===== src/rtl/core/drum_note_dispatcher_macros.svh =====
// ----------------------------------------------------------------------------
// Drum note dispatcher assertion macros
// Concurrent assertion wrappers, compiled to nothing under synthesis.
// ----------------------------------------------------------------------------
`ifndef DRUM_NOTE_DISPATCHER_MACROS_SVH
`define DRUM_NOTE_DISPATCHER_MACROS_SVH

`ifndef SYNTHESIS
// Checked at every rising edge outside reset.
`define DND_ASSERT(label, clk, rst_n, prop) \
    label: assert property (@(posedge clk) disable iff (!rst_n) prop) \
        else $error("dnd assertion failed");
// Checked at every rising edge, reset included.
`define DND_ASSERT_ALWAYS(label, clk, prop) \
    label: assert property (@(posedge clk) prop) \
        else $error("dnd assertion failed");
`else
`define DND_ASSERT(label, clk, rst_n, prop)
`define DND_ASSERT_ALWAYS(label, clk, prop)
`endif

`endif


===== src/rtl/core/dnd_pkg.sv =====
// ----------------------------------------------------------------------------
// Drum note dispatcher package
// Widths, codes, key and velocity lookup tables shared by the core.
// ----------------------------------------------------------------------------
package dnd_pkg;

    localparam int KEY_W   = 7;
    localparam int VEL_W   = 7;
    localparam int CNT_W   = 3;
    localparam int CHIP_W  = 2;
    localparam int INST_W  = 3;
    localparam int LVL_W   = 5;
    localparam int GRP_W   = 3;

    localparam logic [KEY_W-1:0] KEY_FIRST = 7'd35;
    localparam logic [KEY_W-1:0] KEY_LAST  = 7'd88;
    localparam int               KEY_COUNT = 54;

    localparam logic [INST_W-1:0] INST_NONE = 3'd7;
    localparam logic [GRP_W-1:0]  GRP_NONE  = 3'd0;

    typedef enum logic [1:0] {
        ST_NONE   = 2'd0,
        ST_MUTE   = 2'd1,
        ST_PLAYED = 2'd2
    } t_status;

    typedef struct packed {
        logic              damp;
        logic [INST_W-1:0] inst;
    } t_choke;

    localparam logic [INST_W-1:0] INST_OF_KEY [KEY_COUNT] = '{
        3'd0, 3'd0, 3'd5, 3'd1, 3'd5, 3'd1, 3'd4, 3'd3, 3'd4, 3'd3,
        3'd4, 3'd3, 3'd4, 3'd4, 3'd2, 3'd4, 3'd3, 3'd2, 3'd2, 3'd3,
        3'd2, 3'd7, 3'd2, 3'd7, 3'd3, 3'd4, 3'd4, 3'd5, 3'd4, 3'd4,
        3'd5, 3'd5, 3'd3, 3'd3,
        3'd7, 3'd7, 3'd7, 3'd7, 3'd7, 3'd7, 3'd7, 3'd7, 3'd7, 3'd7,
        3'd7,
        3'd3, 3'd3, 3'd3,
        3'd7, 3'd7, 3'd7, 3'd7, 3'd7, 3'd7
    };

    localparam logic [LVL_W-1:0] LEVEL_OF_VEL [128] = '{
        5'd0,  5'd4,  5'd7,  5'd9,  5'd10, 5'd11, 5'd12, 5'd13, 5'd14, 5'd15, 5'd15,
        5'd16, 5'd16, 5'd17, 5'd17, 5'd18, 5'd18, 5'd18, 5'd19, 5'd19, 5'd19, 5'd20,
        5'd20, 5'd20, 5'd21, 5'd21, 5'd21, 5'd21, 5'd22, 5'd22, 5'd22, 5'd22, 5'd22,
        5'd23, 5'd23, 5'd23, 5'd23, 5'd23, 5'd23, 5'd24, 5'd24, 5'd24, 5'd24, 5'd24,
        5'd24, 5'd24, 5'd25, 5'd25, 5'd25, 5'd25, 5'd25, 5'd25, 5'd25, 5'd25, 5'd26,
        5'd26, 5'd26, 5'd26, 5'd26, 5'd26, 5'd26, 5'd26, 5'd26, 5'd27, 5'd27, 5'd27,
        5'd27, 5'd27, 5'd27, 5'd27, 5'd27, 5'd27, 5'd27, 5'd27, 5'd28, 5'd28, 5'd28,
        5'd28, 5'd28, 5'd28, 5'd28, 5'd28, 5'd28, 5'd28, 5'd28, 5'd28, 5'd29, 5'd29,
        5'd29, 5'd29, 5'd29, 5'd29, 5'd29, 5'd29, 5'd29, 5'd29, 5'd29, 5'd29, 5'd29,
        5'd29, 5'd29, 5'd30, 5'd30, 5'd30, 5'd30, 5'd30, 5'd30, 5'd30, 5'd30, 5'd30,
        5'd30, 5'd30, 5'd30, 5'd30, 5'd30, 5'd30, 5'd30, 5'd30, 5'd31, 5'd31, 5'd31,
        5'd31, 5'd31, 5'd31, 5'd31, 5'd31, 5'd31, 5'd31
    };

    function automatic logic [INST_W-1:0] inst_of(input logic [KEY_W-1:0] key);
        logic [KEY_W-1:0] offs;
        offs = key - KEY_FIRST;
        if (key < KEY_FIRST || key > KEY_LAST) begin
            return INST_NONE;
        end
        return INST_OF_KEY[offs[5:0]];
    endfunction

    // Choke group 1..5, or GRP_NONE.
    function automatic logic [GRP_W-1:0] group_of(input logic [KEY_W-1:0] key);
        case (key)
            7'd42, 7'd44, 7'd46: return 3'd1;
            7'd71, 7'd72:        return 3'd2;
            7'd73, 7'd74:        return 3'd3;
            7'd78, 7'd79:        return 3'd4;
            7'd80, 7'd81:        return 3'd5;
            default:             return GRP_NONE;
        endcase
    endfunction

endpackage


===== src/rtl/core/drum_note_dispatcher.sv =====
// ----------------------------------------------------------------------------
// Drum note dispatcher
// Turns percussion note-on items into damp and key-on commands for a set
// of rhythm sound chips, with choke groups and round-robin chip rotation.
// ----------------------------------------------------------------------------
// Input channel (i_in_valid / o_in_ready) carries key and velocity; output
// channel (o_out_valid / i_out_ready) carries one result item per input item:
// status, optional damp (chip, instrument) and optional key-on (chip,
// instrument, level). Unused command fields read as zero.
// The configuration channel (i_cfg_valid / o_cfg_ready) writes chip_count;
// it is always ready; the user writes it only while idle, not enforced here.
// An accepted item sits in the input register, is decoded and lands in the
// result register once that register is free, and its result is then
// offered. One item per cycle is sustained while i_out_ready stays high;
// decode, choke lookup and chip rotation are combinational between them.
// Reset clears chip rotation, the choke memory (no remembered notes) and sets
// chip_count to 1. When the receiver stalls, the result register holds and
// the input register takes one more item, then o_in_ready falls.
// ----------------------------------------------------------------------------
`include "drum_note_dispatcher_macros.svh"

module drum_note_dispatcher #(
    parameter int MAX_CHIPS    = 4,
    parameter int CHOKE_GROUPS = 5
) (
    input  logic                          i_clk,
    input  logic                          i_rst_n,
    input  logic                          i_cfg_valid,
    output logic                          o_cfg_ready,
    input  logic [dnd_pkg::CNT_W-1:0]     i_cfg_chip_count,
    input  logic                          i_in_valid,
    output logic                          o_in_ready,
    input  logic [dnd_pkg::KEY_W-1:0]     i_key,
    input  logic [dnd_pkg::VEL_W-1:0]     i_velocity,
    output logic                          o_out_valid,
    input  logic                          i_out_ready,
    output logic [1:0]                    o_status,
    output logic                          o_damp_valid,
    output logic [dnd_pkg::CHIP_W-1:0]    o_damp_chip,
    output logic [dnd_pkg::INST_W-1:0]    o_damp_instrument,
    output logic                          o_keyon_valid,
    output logic [dnd_pkg::CHIP_W-1:0]    o_keyon_chip,
    output logic [dnd_pkg::INST_W-1:0]    o_keyon_instrument,
    output logic [dnd_pkg::LVL_W-1:0]     o_inst_level
);

    localparam logic [dnd_pkg::CNT_W-1:0]   MaxChipsC = dnd_pkg::CNT_W'(MAX_CHIPS);
    localparam logic [dnd_pkg::GRP_W:0]     ChokeC    = (dnd_pkg::GRP_W + 1)'(CHOKE_GROUPS);

    // Configuration
    logic [dnd_pkg::CNT_W-1:0] r_chip_count;

    // Input register
    logic                      r_in_valid;
    logic [dnd_pkg::KEY_W-1:0] r_key;
    logic [dnd_pkg::VEL_W-1:0] r_vel;

    // Chip rotation
    logic [dnd_pkg::CHIP_W-1:0] r_cur_chip;
    logic [dnd_pkg::CHIP_W-1:0] r_prev_chip;

    // Result register
    logic                        r_out_valid;
    dnd_pkg::t_status            r_status;
    logic                        r_damp_valid;
    logic [dnd_pkg::CHIP_W-1:0]  r_damp_chip;
    logic [dnd_pkg::INST_W-1:0]  r_damp_inst;
    logic                        r_keyon_valid;
    logic [dnd_pkg::CHIP_W-1:0]  r_keyon_chip;
    logic [dnd_pkg::INST_W-1:0]  r_keyon_inst;
    logic [dnd_pkg::LVL_W-1:0]   r_level;

    logic                        advance;
    logic                        fire;
    logic                        in_acc;
    logic [dnd_pkg::CNT_W-1:0]   n_eff;
    logic                        chips_on;
    logic [dnd_pkg::CHIP_W-1:0]  cur;
    logic [dnd_pkg::CHIP_W-1:0]  prev;
    logic [dnd_pkg::CNT_W-1:0]   cur_inc;
    logic [dnd_pkg::CHIP_W-1:0]  n_cur_chip;
    logic [dnd_pkg::GRP_W-1:0]   grp;
    logic [dnd_pkg::GRP_W-1:0]   slot;
    logic                        grp_on;
    logic [dnd_pkg::INST_W-1:0]  inst;
    logic                        play;
    dnd_pkg::t_choke             choke;

    dnd_pkg::t_status            n_status;
    logic                        n_damp_valid;
    logic [dnd_pkg::CHIP_W-1:0]  n_damp_chip;
    logic [dnd_pkg::INST_W-1:0]  n_damp_inst;
    logic                        n_keyon_valid;
    logic [dnd_pkg::CHIP_W-1:0]  n_keyon_chip;
    logic [dnd_pkg::INST_W-1:0]  n_keyon_inst;
    logic [dnd_pkg::LVL_W-1:0]   n_level;

    assign o_cfg_ready = 1'b1;
    assign advance     = !r_out_valid || i_out_ready;
    assign fire        = r_in_valid && advance;
    assign o_in_ready  = !r_in_valid || advance;
    assign in_acc      = i_in_valid && o_in_ready;

    always_comb begin
        n_eff    = (r_chip_count > MaxChipsC) ? MaxChipsC : r_chip_count;
        chips_on = (n_eff != '0);
        // Stale indices after a lowered chip count fall back to chip 0
        cur      = (dnd_pkg::CNT_W'(r_cur_chip)  < n_eff) ? r_cur_chip  : '0;
        prev     = (dnd_pkg::CNT_W'(r_prev_chip) < n_eff) ? r_prev_chip : '0;
        cur_inc  = dnd_pkg::CNT_W'(cur) + 3'd1;
        n_cur_chip = (cur_inc == n_eff) ? '0 : cur_inc[dnd_pkg::CHIP_W-1:0];

        grp    = dnd_pkg::group_of(r_key);
        slot   = grp - 3'd1;
        grp_on = chips_on && (grp != dnd_pkg::GRP_NONE)
                 && ((dnd_pkg::GRP_W + 1)'(grp) <= ChokeC);

        inst   = dnd_pkg::inst_of(r_key);
        play   = chips_on && (inst != dnd_pkg::INST_NONE) && (r_vel != '0);

        n_damp_valid = grp_on && choke.damp;
        n_damp_chip  = n_damp_valid ? prev : '0;
        n_damp_inst  = n_damp_valid ? choke.inst : '0;

        n_keyon_valid = play;
        n_keyon_chip  = play ? cur  : '0;
        n_keyon_inst  = play ? inst : '0;
        n_level       = play ? dnd_pkg::LEVEL_OF_VEL[r_vel] : '0;

        if (!chips_on || inst == dnd_pkg::INST_NONE) begin
            n_status = dnd_pkg::ST_NONE;
        end else if (r_vel == '0) begin
            n_status = dnd_pkg::ST_MUTE;
        end else begin
            n_status = dnd_pkg::ST_PLAYED;
        end
    end

    dnd_choke #(
        .CHOKE_GROUPS (CHOKE_GROUPS)
    ) u_choke (
        .i_clk   (i_clk),
        .i_rst_n (i_rst_n),
        .i_slot  (slot),
        .i_key   (r_key),
        .i_upd   (fire && grp_on),
        .o_choke (choke)
    );

    always_ff @(posedge i_clk) begin
        if (!i_rst_n) begin
            r_chip_count <= 3'd1;
            r_in_valid   <= 1'b0;
            r_out_valid  <= 1'b0;
            r_cur_chip   <= '0;
            r_prev_chip  <= '0;
        end else begin
            if (i_cfg_valid) begin
                r_chip_count <= i_cfg_chip_count;
            end
            // Hold the input item until the result register frees up
            if (in_acc) begin
                r_in_valid <= 1'b1;
            end else if (fire) begin
                r_in_valid <= 1'b0;
            end
            if (fire) begin
                r_out_valid <= 1'b1;
            end else if (i_out_ready) begin
                r_out_valid <= 1'b0;
            end
            // Advance round robin only on a played note
            if (fire && play) begin
                r_prev_chip <= cur;
                r_cur_chip  <= n_cur_chip;
            end
        end
    end

    always_ff @(posedge i_clk) begin
        if (in_acc) begin
            r_key <= i_key;
            r_vel <= i_velocity;
        end
        if (fire) begin
            r_status      <= n_status;
            r_damp_valid  <= n_damp_valid;
            r_damp_chip   <= n_damp_chip;
            r_damp_inst   <= n_damp_inst;
            r_keyon_valid <= n_keyon_valid;
            r_keyon_chip  <= n_keyon_chip;
            r_keyon_inst  <= n_keyon_inst;
            r_level       <= n_level;
        end
    end

    assign o_out_valid        = r_out_valid;
    assign o_status           = r_status;
    assign o_damp_valid       = r_damp_valid;
    assign o_damp_chip        = r_damp_chip;
    assign o_damp_instrument  = r_damp_inst;
    assign o_keyon_valid      = r_keyon_valid;
    assign o_keyon_chip       = r_keyon_chip;
    assign o_keyon_instrument = r_keyon_inst;
    assign o_inst_level       = r_level;

    `DND_ASSERT(a_keyon_status, i_clk, i_rst_n, r_out_valid |-> (r_keyon_valid == (r_status == dnd_pkg::ST_PLAYED)))
    `DND_ASSERT(a_keyon_level, i_clk, i_rst_n, (r_out_valid && r_keyon_valid) |-> (r_level != '0))
    `DND_ASSERT(a_keyon_idle, i_clk, i_rst_n, (r_out_valid && !r_keyon_valid) |-> (r_level == '0 && r_keyon_inst == '0 && r_keyon_chip == '0))
    `DND_ASSERT(a_damp_inst, i_clk, i_rst_n, (r_out_valid && r_damp_valid) |-> (r_damp_inst != dnd_pkg::INST_NONE && r_status != dnd_pkg::ST_NONE || r_damp_inst != dnd_pkg::INST_NONE))
    `DND_ASSERT(a_chip_range, i_clk, i_rst_n, (dnd_pkg::CNT_W'(r_cur_chip) < MaxChipsC) && (dnd_pkg::CNT_W'(r_prev_chip) < MaxChipsC))
    `DND_ASSERT_ALWAYS(a_rst_empty, i_clk, !i_rst_n |=> (!r_in_valid && !r_out_valid))

endmodule


===== src/rtl/core/dnd_choke.sv =====
// ----------------------------------------------------------------------------
// Choke group memory
// Remembers the last key of each choke group and flags a damp when a
// different, mapped key of the same group was heard before.
// ----------------------------------------------------------------------------
module dnd_choke #(
    parameter int CHOKE_GROUPS = 5
) (
    input  logic                         i_clk,
    input  logic                         i_rst_n,
    input  logic [dnd_pkg::GRP_W-1:0]    i_slot,
    input  logic [dnd_pkg::KEY_W-1:0]    i_key,
    input  logic                         i_upd,
    output dnd_pkg::t_choke              o_choke
);

    logic [CHOKE_GROUPS-1:0] r_grp_valid;
    logic [dnd_pkg::KEY_W-1:0] r_grp_key [CHOKE_GROUPS];

    logic                      hit_valid;
    logic [dnd_pkg::KEY_W-1:0] hit_key;
    logic [dnd_pkg::INST_W-1:0] hit_inst;

    always_comb begin
        hit_valid = 1'b0;
        hit_key   = '0;
        for (int g = 0; g < CHOKE_GROUPS; g++) begin
            if (i_slot == dnd_pkg::GRP_W'(g)) begin
                hit_valid = r_grp_valid[g];
                hit_key   = r_grp_key[g];
            end
        end
        hit_inst      = dnd_pkg::inst_of(hit_key);
        o_choke.damp  = hit_valid && (hit_key != i_key) && (hit_inst != dnd_pkg::INST_NONE);
        o_choke.inst  = hit_inst;
    end

    always_ff @(posedge i_clk) begin
        if (!i_rst_n) begin
            r_grp_valid <= '0;
        end else if (i_upd) begin
            for (int g = 0; g < CHOKE_GROUPS; g++) begin
                if (i_slot == dnd_pkg::GRP_W'(g)) begin
                    r_grp_valid[g] <= 1'b1;
                end
            end
        end
    end

    always_ff @(posedge i_clk) begin
        if (i_upd) begin
            for (int g = 0; g < CHOKE_GROUPS; g++) begin
                if (i_slot == dnd_pkg::GRP_W'(g)) begin
                    r_grp_key[g] <= i_key;
                end
            end
        end
    end

endmodule


===== config.mk =====
export PLATFORM = sky130hd
export DESIGN_NAME = drum_note_dispatcher
export DESIGN_NICKNAME = d
export VERILOG_FILES = /design/src/rtl/core/dnd_pkg.sv /design/src/rtl/core/drum_note_dispatcher.sv /design/src/rtl/core/dnd_choke.sv
export VERILOG_INCLUDE_DIRS = /design/src /design/src/rtl/core
export SDC_FILE = /design/constraint.sdc
export NUM_CORES = 1
export LEC_CHECK = 0
export BUFFER_PORTS_ARGS = -buffer_cell sky130_fd_sc_hd__buf_2
export CORE_MARGIN = 4
export CORE_UTILIZATION = 25
export DETAILED_ROUTE_END_ITERATION = 7
export HOLD_SLACK_MARGIN = 0.08
export PLACE_DENSITY_LB_ADDON = 0.25
export SLEW_MARGIN = 20
export SYNTH_ARGS = -nofsm -noshare
export SYNTH_HDL_FRONTEND = slang
export SYNTH_HIERARCHICAL = 1
export SYNTH_SLANG_ARGS = --single-unit

===== constraint.sdc =====
create_clock -name i_clk -period 9.2 [get_ports i_clk]
set_clock_uncertainty 0.05 [all_clocks]
set_input_delay 0.46 -clock i_clk [delete_from_list [all_inputs] [get_ports i_clk]]
set_output_delay 0.46 -clock i_clk [all_outputs]
set_load 0.01 [all_outputs]

==> impl_metrics.csv, run 1 <==
group,metric,value,unit
synthesis,synth.avg_cell_area,10.4,µm²
worst_setup_path,start_kind,"flip-flop",
synthesis,synth.cell_area,5160,µm²
grt,overflow,0,
place,place_ws,2600,ps
synthesis,synth.distinct_cells,80,
timing,fin_ws,2550,ps
synthesis,synth_top_area_cell,"edfxtp_1",
pwr,vdd_ir_drop_max,0.0822,mV
cts,numCtsBuffers,9,
timing,setup_viol,0,
synthesis,synth_seq_cells,82,
cts,ctsLongestPathBuffers,2,
place,place.gp.congestion,0.858,
timing,rsz0062_at_grt,"false",
layout,nets,577,
timing,relSlewSlack,39.0,%
synthesis,yosysSeqAreaShare,45.0,%
routing,wl_met1,5.56,mm
grt,grt_pass1_vias,3801,
synthesis,yosys-top-cells-area,"edfxtp_1 (40%), ha_1 (5.6%), dfxtp_1 (5.4%)",
synthesis,synth_enable_flop_cells,68,
worst_setup_path,worstPathArrival,6790,ps
floorplan,die_h,152,µm
timing,finalSetupTns,0,ps
routing,drtIter0Drc,204,
place,numPortBuffers,42,
floorplan,ioPinCount,44,
cts,post_cts_buffers,0,
worst_hold_path,min_path_type,"in -> reg",
grt,grt_pass1_wl,19.7,mm
cts,root_buffer,"clkbuf_16",
cts,cts_resized,0,
layout,final_cell_mix,"edfxtp_1 (68), nand2_1 (49), buf_2 (42), nor2_1 (33), a21oi_1 (28)",
synthesis,ys_warn_count,6,
routing,ant_nets,0,
layout,drive_gt1_share,19.0,%
worst_setup_path,path_class,"reg -> reg",
routing,num_vias,3838,
worst_setup_path,path_cells,"ha_1, nand2_1, o22ai_1, nand2_1, ha_1, ha_1, inv_1, nor3b_2, a222oi_1, buf_4, inv_2, ha_1, inv_1, ha_1, nand2_1, nand2_1, a21oi_1, a211oi_1, o41ai_2, a31oi_1, nor3b_1, o21ai_0, nor2_1",
routing,wl_met2,5.83,mm
layout,antenna_cells,0,
cts,clk_latency,340,ps
synthesis,synthArstFlopShare,0,%
worst_setup_path,critPathRequiredTime,9340,ps
cts,cts_tree,"built",
worst_setup_path,cp-startpoint,"r_key[0]",
timing,fmax,0.150,GHz
timing,slew_violations,0,
pwr,powerDensity,155,nW/µm²
routing,wl,12.0,mm
place,dp_hpwl,8.56,mm
cts,cts_max_level,3,
worst_setup_path,cp-end-kind,"flip-flop",
synthesis,synth_top_flop_cell,"edfxtp_1",
routing,drc,0,
grt,grt_max_degree,33,
outcome,status,"completed",
layout,final_common_cell,"edfxtp_1",
routing,viasPerCell,4.76,
layout,area_delta_synth_final,15.0,%
timing,layout_min_cycle_time,6650,ps
floorplan,start_util,25.4,%
routing,top_layer,"met4",
worst_setup_path,worst-r2r-setup-slack,2550,ps
cts,cts-hold-fix-buffers,0,
grt,grt_use_total,10.8,%
pwr,leakagePower,2.24,nW
worst_setup_path,slowest_stage,"edfxtp_1",
floorplan,core,20300,µm²
timing,tightestPinTransition,908,ps
floorplan,die-area,23000,µm²
synthesis,postSynthCellCount,498,
worst_setup_path,crit_top_cell,"ha_1",
grt,grt_antenna_before_repair,0,
timing,final.period_utilization,72.3,%
cts,cts.sinks,82,
routing,routedWlPerCell,14.8,µm
routing,wl_met3,477,µm
routing,dr.pass1.iters,5,
floorplan,rows,52,
worst_setup_path,crit_fanout,27,
worst_setup_path,r2r_start,"r_key[0]",
worst_hold_path,hp-start,"i_velocity[1]",
timing,finalHoldViolations,0,
synthesis,yosysTopAreaCellShare,39.6,%
worst_setup_path,critPathMaxStageDelay,950,ps
flow_run,cap_violations,0,
synthesis,syn-num-nets,543,
cts,clkTransAtPathRegs,60,ps
floorplan,die_w,152,µm
## metrics by stage
stage                     power [mW]  hold WS, ps  util, %  cells  instance area [µm²]
after global placement         0.567          401     27.7    791                 5630
after floorplan                0.531          385        -    498                 5160
after global routing           0.969          226     29.2    807                 5930
final                          0.922          241     29.2    807                 5930
after CTS                      0.938          220     29.2    807                 5930
after detailed placement       0.566          403     27.7    791                 5630
## sequential cells by signal, indices dropped and copies added (netlist names)
register	flops
u_choke/r_grp_key	35
r_key	7
r_vel	7
o_inst_level	5
u_choke/r_grp_valid	5
o_damp_instrument	3
o_keyon_instrument	3
r_chip_count	3
o_damp_chip	2
o_keyon_chip	2
o_status	2
r_cur_chip	2
r_prev_chip	2
o_damp_valid	1
o_keyon_valid	1
o_out_valid	1
r_in_valid	1
## synthesized netlist by cell type (4+ instances only)
master	number
xor2_1	4
a211oi_1	6
o21ai_0	24
o21ai_1	5
edfxtp_1	68
mux2i_1	18
nand3b_1	7
nand3_1	6
buf_4	5
nor2b_1	11
nand2_1	49
and2_1	7
clkbuf_1	11
nor2_1	33
o21a_1	13
inv_1	14
inv_2	8
nand2b_1	18
dfxtp_1	14
o22ai_1	5
xnor2_1	11
a22oi_1	8
buf_2	8
a21oi_1	28
nor3_1	14
mux2_2	5
nor3b_1	6
a31oi_1	5
ha_1	23
## worst max-delay path, delay by kind of cell (launching register included)
family	cells	cell delay, ps
simple gates	7	1600
compound gates	7	1240
flops	1	950
buf+inv	4	680
fa+ha+maj	5	1950
## final timing paths
path	end	cells past startpoint
hold reg to reg	r_prev_chip[0]	2
setup / recovery	o_damp_chip[0]	23
setup reg to reg	o_damp_chip[0]	23
hold / removal	r_vel[1]	1
## final cells by class
type | instances | area, µm²
Inverter | 23 | 91.3
Clock inverter | 7 | 76.3
Sequential cell | 82 | 2320
Timing Repair Buffer | 48 | 255
Multi-Input combinational cell | 368 | 2630
Fill cell | 2134 | 14400
Tap cell | 270 | 338
Clock buffer | 9 | 225
## kinds of logic after synthesis
kind of cell / Yosys count / synth area share, %
muxes: 25 / 5.45
DFF: 82 / 45.0
xor gates and xnor gates: 16 / 2.86
buffers and inverters: 48 / 4.29
other: 1 / 0.0727
adders and majority gates: 23 / 5.58
and+or+nand+nor: 167 / 16.9
AOI/OAI and AO/OA: 136 / 19.8
## layer usage
layer,vias to the layer above,GRT usage [%]
met2,77,17.8
met1,1833,14.2
li1,1919,-
met3,9,2.47
met4,0,3.37
met5,-,0
## report_power, final
group | internal [mW] | switching [mW] | total, mW
clock network | 0.213 | 0.151 | 0.364
logic | 0.0531 | 0.0765 | 0.130
registers | 0.414 | 0.0143 | 0.429
total | 0.680 | 0.242 | 0.922
Power figures use the tool's default switching activity.
==> run 2: changes to the inputs <==
ABC_AREA = 1   (was unset)
clock period = 5.9 ns   (was 9.2 ns; I/O delays follow)
==> run 2 against run 1 <==
Clock-buffer cell count grew 2. Area after synthesis shrank 1.4%. Wire length shrank 1.0%. Final area grew 1.3%. Power grew 52%. Critical path depth grew 5. Worst hold slack lost 110 ps. Clock power grew 43%. Core utilization grew 1.2 points. Combinational power grew 64%. Critical endpoint unchanged. Largest power group unchanged. Highest routed layer unchanged.
==> impl_metrics.csv, run 2 <==
group,metric,value,unit
outcome,status,"completed",
synthesis,synth_enable_flop_cells,68,
grt,grt_pass1_vias,4111,
routing,dr.pass1.iters,6,
cts,cts.sinks,82,
worst_hold_path,min_path_type,"in -> reg",
cts,clkTransAtPathRegs,60,ps
worst_setup_path,slowest_stage,"edfxtp_1",
synthesis,synth.top_cells.by_count,"nand2_1 (135), nor2_1 (78), inv_1 (77)",
layout,final_cell_mix,"nand2_1 (135), inv_1 (77), nor2_1 (77), edfxtp_1 (68), nand3_1 (65)",
worst_setup_path,crit_top_cell,"nor2_1",
timing,finalHoldViolations,0,
timing,fmax,0.197,GHz
layout,final_common_cell,"nand2_1",
layout,regMostFlops,"u_choke/r_grp_key",
routing,wl,11.9,mm
worst_setup_path,r2r-end,"o_damp_chip[0]",
worst_setup_path,critPathMaxStageDelay,620,ps
worst_setup_path,worst-r2r-setup-slack,820,ps
place,dp_hpwl,8.94,mm
worst_setup_path,critPathCapture,"o_damp_chip[0]",
timing,final.period_utilization,86.2,%
routing,routedWlPerCell,12.5,µm
floorplan,die_w,151,µm
flow_run,cap_violations,0,
timing,slew_violations,0,
pwr,vdd_ir_drop_max,0.155,mV
place,numPortBuffers,42,
grt,grt_antenna_before_repair,0,
synthesis,yosysTopAreaCellShare,40.1,%
cts,clk_latency,340,ps
routing,viasPerCell,4.40,
grt,grt_max_degree,22,
layout,drive_gt1_share,15.6,%
synthesis,synth.cell_area,5090,µm²
cts,cts_tree,"built",
synthesis,synthArstFlopShare,0,%
pwr,leakagePower,2.66,nW
synthesis,ys_warn_count,6,
worst_setup_path,reg2regPathDepth,28,
worst_setup_path,crit_fanout,21,
routing,num_vias,4154,
worst_setup_path,worstPathArrival,5130,ps
cts,post_cts_buffers,0,
timing,rsz0062_at_grt,"false",
routing,drc,0,
worst_setup_path,start_kind,"flip-flop",
timing,layout_min_cycle_time,5080,ps
cts,numCtsBuffers,9,
routing,ant_nets,0,
timing,finalSetupTns,0,ps
timing,tightestPinTransition,943,ps
worst_setup_path,cp-end-kind,"flip-flop",
synthesis,yosysSeqAreaShare,45.6,%
synthesis,synth_seq_cells,82,
synthesis,synth_top_area_cell,"edfxtp_1",
place,place.gp.congestion,0.820,
worst_setup_path,cp-startpoint,"r_key[3]",
synthesis,synth.avg_cell_area,8.32,µm²
pwr,power,1.40,mW
floorplan,rows,51,
timing,setup_viol,0,
layout,area_delta_synth_final,18.0,%
cts,ctsLongestPathBuffers,2,
synthesis,syn-num-nets,658,
pwr,powerDensity,233,nW/µm²
timing,relSlewSlack,37.1,%
floorplan,start_util,25.8,%
worst_hold_path,min_path_cells,3,
synthesis,yosys-top-cells-area,"edfxtp_1 (40%), nand2_1 (10%), nand3_1 (6.4%)",
floorplan,ioPinCount,44,
grt,grt_use_total,11.0,%
grt,overflow,0,
layout,largest_reg_flops,35,
cts,root_buffer,"clkbuf_16",
cts,cts_max_level,3,
worst_setup_path,path_class,"reg -> reg",
floorplan,die_h,151,µm
worst_setup_path,critPathRequiredTime,5940,ps
floorplan,core,19700,µm²
synthesis,postSynthCellCount,612,
worst_setup_path,r2r_start,"r_key[3]",
layout,nets,720,
layout,reg_top3,"u_choke/r_grp_key: 35 flops, r_key: 7 flops, r_vel: 7 flops",
synthesis,synth_top_flop_cell,"edfxtp_1",
synthesis,synth.most_common_cell,"nand2_1",
grt,grt_pass1_wl,19.9,mm
floorplan,die-area,22700,µm²
routing,drtIter0Drc,151,
synthesis,synth.distinct_cells,42,
## run 2: how the worst min path moves through the flow
stage / start / end / slack (ps)
after floorplan: i_key[0] / r_key[0] / 340
after global placement: i_velocity[1] / r_vel[1] / 420
after detailed placement: u_choke/r_grp_valid[3] / u_choke/r_grp_valid[3] / 420
after CTS: i_cfg_chip_count[0] / r_chip_count[0] / 120
after global routing: i_cfg_chip_count[0] / r_chip_count[0] / 140
final: i_cfg_chip_count[0] / r_chip_count[0] / 130
## run 2: critical path: cells and delay by family (launching register included)
family                     cells  cell delay (ps)
AOI/OAI and AO/OA              5              580
adders and majority gates      4             1050
buffers and inverters          4              530
DFF                            1              620
and+or+nand+nor               15             2000
## run 2: routing by layer
metal / wire length, µm / global-route usage [%] / part of all wire (%) / vias to the layer above
met5: 0 / 0 / 0 / -
met4: 148 / 3.22 / 1.2 / 0
met3: 492 / 2.71 / 4.2 / 14
met2: 5530 / 17.9 / 47 / 64
met1: 5680 / 14.6 / 48 / 1919
li1: - / - / - / 2157
## run 2: logic make-up (layout without fill, tap and decap cells)
kind of cell | count (synthesis) | count (layout) | synth area share (%)
AO/OA/AOI/OAI | 62 | 62 | 7.35
XOR/XNOR | 9 | 9 | 1.55
adder cells (fa/ha/maj) | 24 | 24 | 5.90
buffers and inverters | 93 | 160 | 7.77
flip-flops | 82 | 82 | 45.6
other | 1 | 2 | 0.0737
AND/OR/NAND/NOR | 341 | 341 | 31.7
## run 2: layout make-up
type                    instances  area, µm²
diodes                          1       2.50
clock buffers                  11        233
clock inverters                 5       38.8
fillers                      2105      13700
inverters                      83        312
multi-input cells             437       2380
flip-flops and latches         82       2320
well taps                     265        332
repair buffers                 61        388
## run 2: where the power goes
| group | leakage, nW | internal [mW] | switching (mW) |
|---|---|---|---|
| clock network | 0.130 | 0.288 | 0.235 |
| logic | 1.78 | 0.0751 | 0.138 |
| registers | 0.744 | 0.650 | 0.0163 |
## run 2: through the flow
| stage | worst slack, ps | hold slack (ps) | area (µm²) | utilization (%) | cells |
|---|---|---|---|---|---|
| floorplan | 1040 | 344 | 5090 | - | 612 |
| CTS | 655 | 116 | 6000 | 30.4 | 944 |
| global placement | 810 | 422 | 5590 | 28.4 | 914 |
| detailed placement | 684 | 420 | 5590 | 28.4 | 914 |
| finish | 816 | 130 | 6010 | 30.5 | 945 |
| global route | 91.9 | 139 | 6010 | 30.5 | 944 |
## run 2: repair_timing
item / 4_1_cts / 5_1_grt
setup endpoints to repair: 0 / 2
gates resized for setup: 0 / 1
hold buffers: 14 / 0
endpoints found under the hold margin: 14 / 0
==> run 3: changes to the inputs <==
CELL_PAD_IN_SITES_DETAIL_PLACEMENT = 1   (was unset)
CELL_PAD_IN_SITES_GLOBAL_PLACEMENT = 2   (was unset)
CORE_ASPECT_RATIO = 0.9   (was unset)
==> run 3 against run 2 <==
Sequential power is essentially flat. First-iteration DRC count grew 4.6%. Via count grew 2.9%. Combinational power grew 6%. Maximum frequency shrank 4.4%. Clock power grew 14%. Largest cell class unchanged. Highest routed layer unchanged.
==> impl_metrics.csv, run 3 (synthesis results as in run 2) <==
group,metric,value,unit
outcome,status,"completed",
floorplan,ioPinCount,44,
place,dp_hpwl,10.9,mm
timing,final.period_utilization,90.2,%
layout,fin_util,30.3,%
cts,clk_latency,340,ps
grt,grt_pass1_wl,23.5,mm
pwr,powerDensity,245,nW/µm²
timing,rsz0062_at_grt,"false",
layout,largest_reg_flops,35,
timing,layout_min_cycle_time,5320,ps
timing,fmax,0.188,GHz
layout,reg_top3,"u_choke/r_grp_key: 35 flops, r_key: 7 flops, r_vel: 7 flops",
pwr,leakagePower,2.70,nW
cts,numCtsBuffers,9,
layout,nets,725,
floorplan,die_w,158,µm
layout,nFillCells,2398,
worst_setup_path,crit_fanout,21,
routing,ant_nets,0,
routing,num_vias,4275,
grt,grt_antenna_before_repair,0,
worst_setup_path,slowest_stage,"edfxtp_1",
cts,cts_resized,0,
worst_setup_path,path_class,"reg -> reg",
floorplan,rows,49,
timing,tightestPinTransition,929,ps
place,place_area,5600,µm²
layout,antenna_cells,0,
routing,routedWlPerCell,15.2,µm
grt,grt_use_total,13.1,%
layout,final_cell_mix,"nand2_1 (135), nor2_1 (78), inv_1 (77), edfxtp_1 (68), nand3_1 (65)",
flow_run,cap_violations,0,
timing,slew_violations,0,
grt,overflow,0,
floorplan,start_util,25.5,%
place,place.gp.congestion,0.791,
worst_hold_path,min_path_type,"in -> reg",
grt,grt_max_degree,22,
grt,grt_pass1_vias,4610,
timing,setup_viol,0,
cts,clkTransAtPathRegs,70,ps
floorplan,core,20000,µm²
routing,wl,14.3,mm
pwr,power,1.49,mW
timing,finalSetupTns,0,ps
routing,dr.pass1.iters,4,
cts,cts_tree,"built",
worst_setup_path,start_kind,"flip-flop",
worst_setup_path,critPathMaxStageDelay,610,ps
timing,finalHoldViolations,0,
layout,fin_area,6070,µm²
cts,cts.sinks,82,
timing,relSlewSlack,38.0,%
pwr,vdd_ir_drop_max,0.126,mV
worst_setup_path,critPathRequiredTime,5940,ps
layout,final_common_cell,"nand2_1",
worst_setup_path,worstPathArrival,5360,ps
routing,drtIter0Drc,158,
routing,drc,0,
floorplan,die-area,22700,µm²
worst_setup_path,cp-end-kind,"flip-flop",
place,numPortBuffers,42,
layout,area_delta_synth_final,19.2,%
cts,cts_max_level,3,
floorplan,die_h,143,µm
cts,root_buffer,"clkbuf_16",
layout,drive_gt1_share,16.4,%
routing,viasPerCell,4.55,
cts,ctsLongestPathBuffers,2,
layout,regMostFlops,"u_choke/r_grp_key",
run 3: cell types whose count changed in the layout (fill, tap and decap cells not counted), sizes merged:
cell    previous run  this run
inv               84        88
clkbuf            11         9
buf               47        52
diode              1         0
clkinv             3         0
bufinv             0         1
run 3: per-stage QoR:
step	instances	setup slack [ps]	hold WS [ps]
final	939	581	131
after global routing	939	8.62	156
after CTS	937	471	114
after detailed placement	907	476	409
after global placement	907	800	406
after floorplan	612	1040	344
run 3: cell type report:
cell class / count / area, µm² / area share (%)
tap: 255 / 319 / 5.26
timing repair buffer: 66 / 425 / 7.01
inverter: 83 / 312 / 5.14
sequential: 82 / 2320 / 38.3
clock buffer: 9 / 225 / 3.71
multi-input combinational: 437 / 2380 / 39.2
clock inverter: 7 / 83.8 / 1.38
run 3: metal layers:
metal  vias to the layer above  GRT usage (%)  share of wire [%]
li1                       2164              -                  -
met1                      2054           17.4                 48
met2                        45           21.9                 48
met3                        12           2.68                2.5
met4                         0           3.37                1.1
met5                         -              0                  0
run 3: where the power goes:
group          switching (mW)  internal [mW]
sequential             0.0161          0.649
clock                   0.258          0.337
combinational           0.149         0.0771
run 3: path summary, 6_finish.rpt:
check	end	cells after the start	slack [ps]	startpoint
max	o_damp_chip[0]	29	580	r_key[1]
min	r_chip_count[0]	3	130	i_cfg_chip_count[0]
min reg2reg	u_choke/r_grp_valid[0]	1	420	u_choke/r_grp_valid[0]
max reg2reg	o_damp_chip[0]	29	580	r_key[1]
run 3: timing repair:
action	4_1_cts	5_1_grt
setup buffers	0	2
setup endpoints to repair	0	2
hold buffers	14	0
hold endpoints to repair	14	0
run 3: critical path: cells and delay by family (launching register included):
family,cells,cell delay [ps]
AND/OR/NAND/NOR,14,1800
adder cells (fa/ha/maj),5,1270
buffers and inverters,5,770
flip-flops,1,610
AO/OA/AOI/OAI,5,550
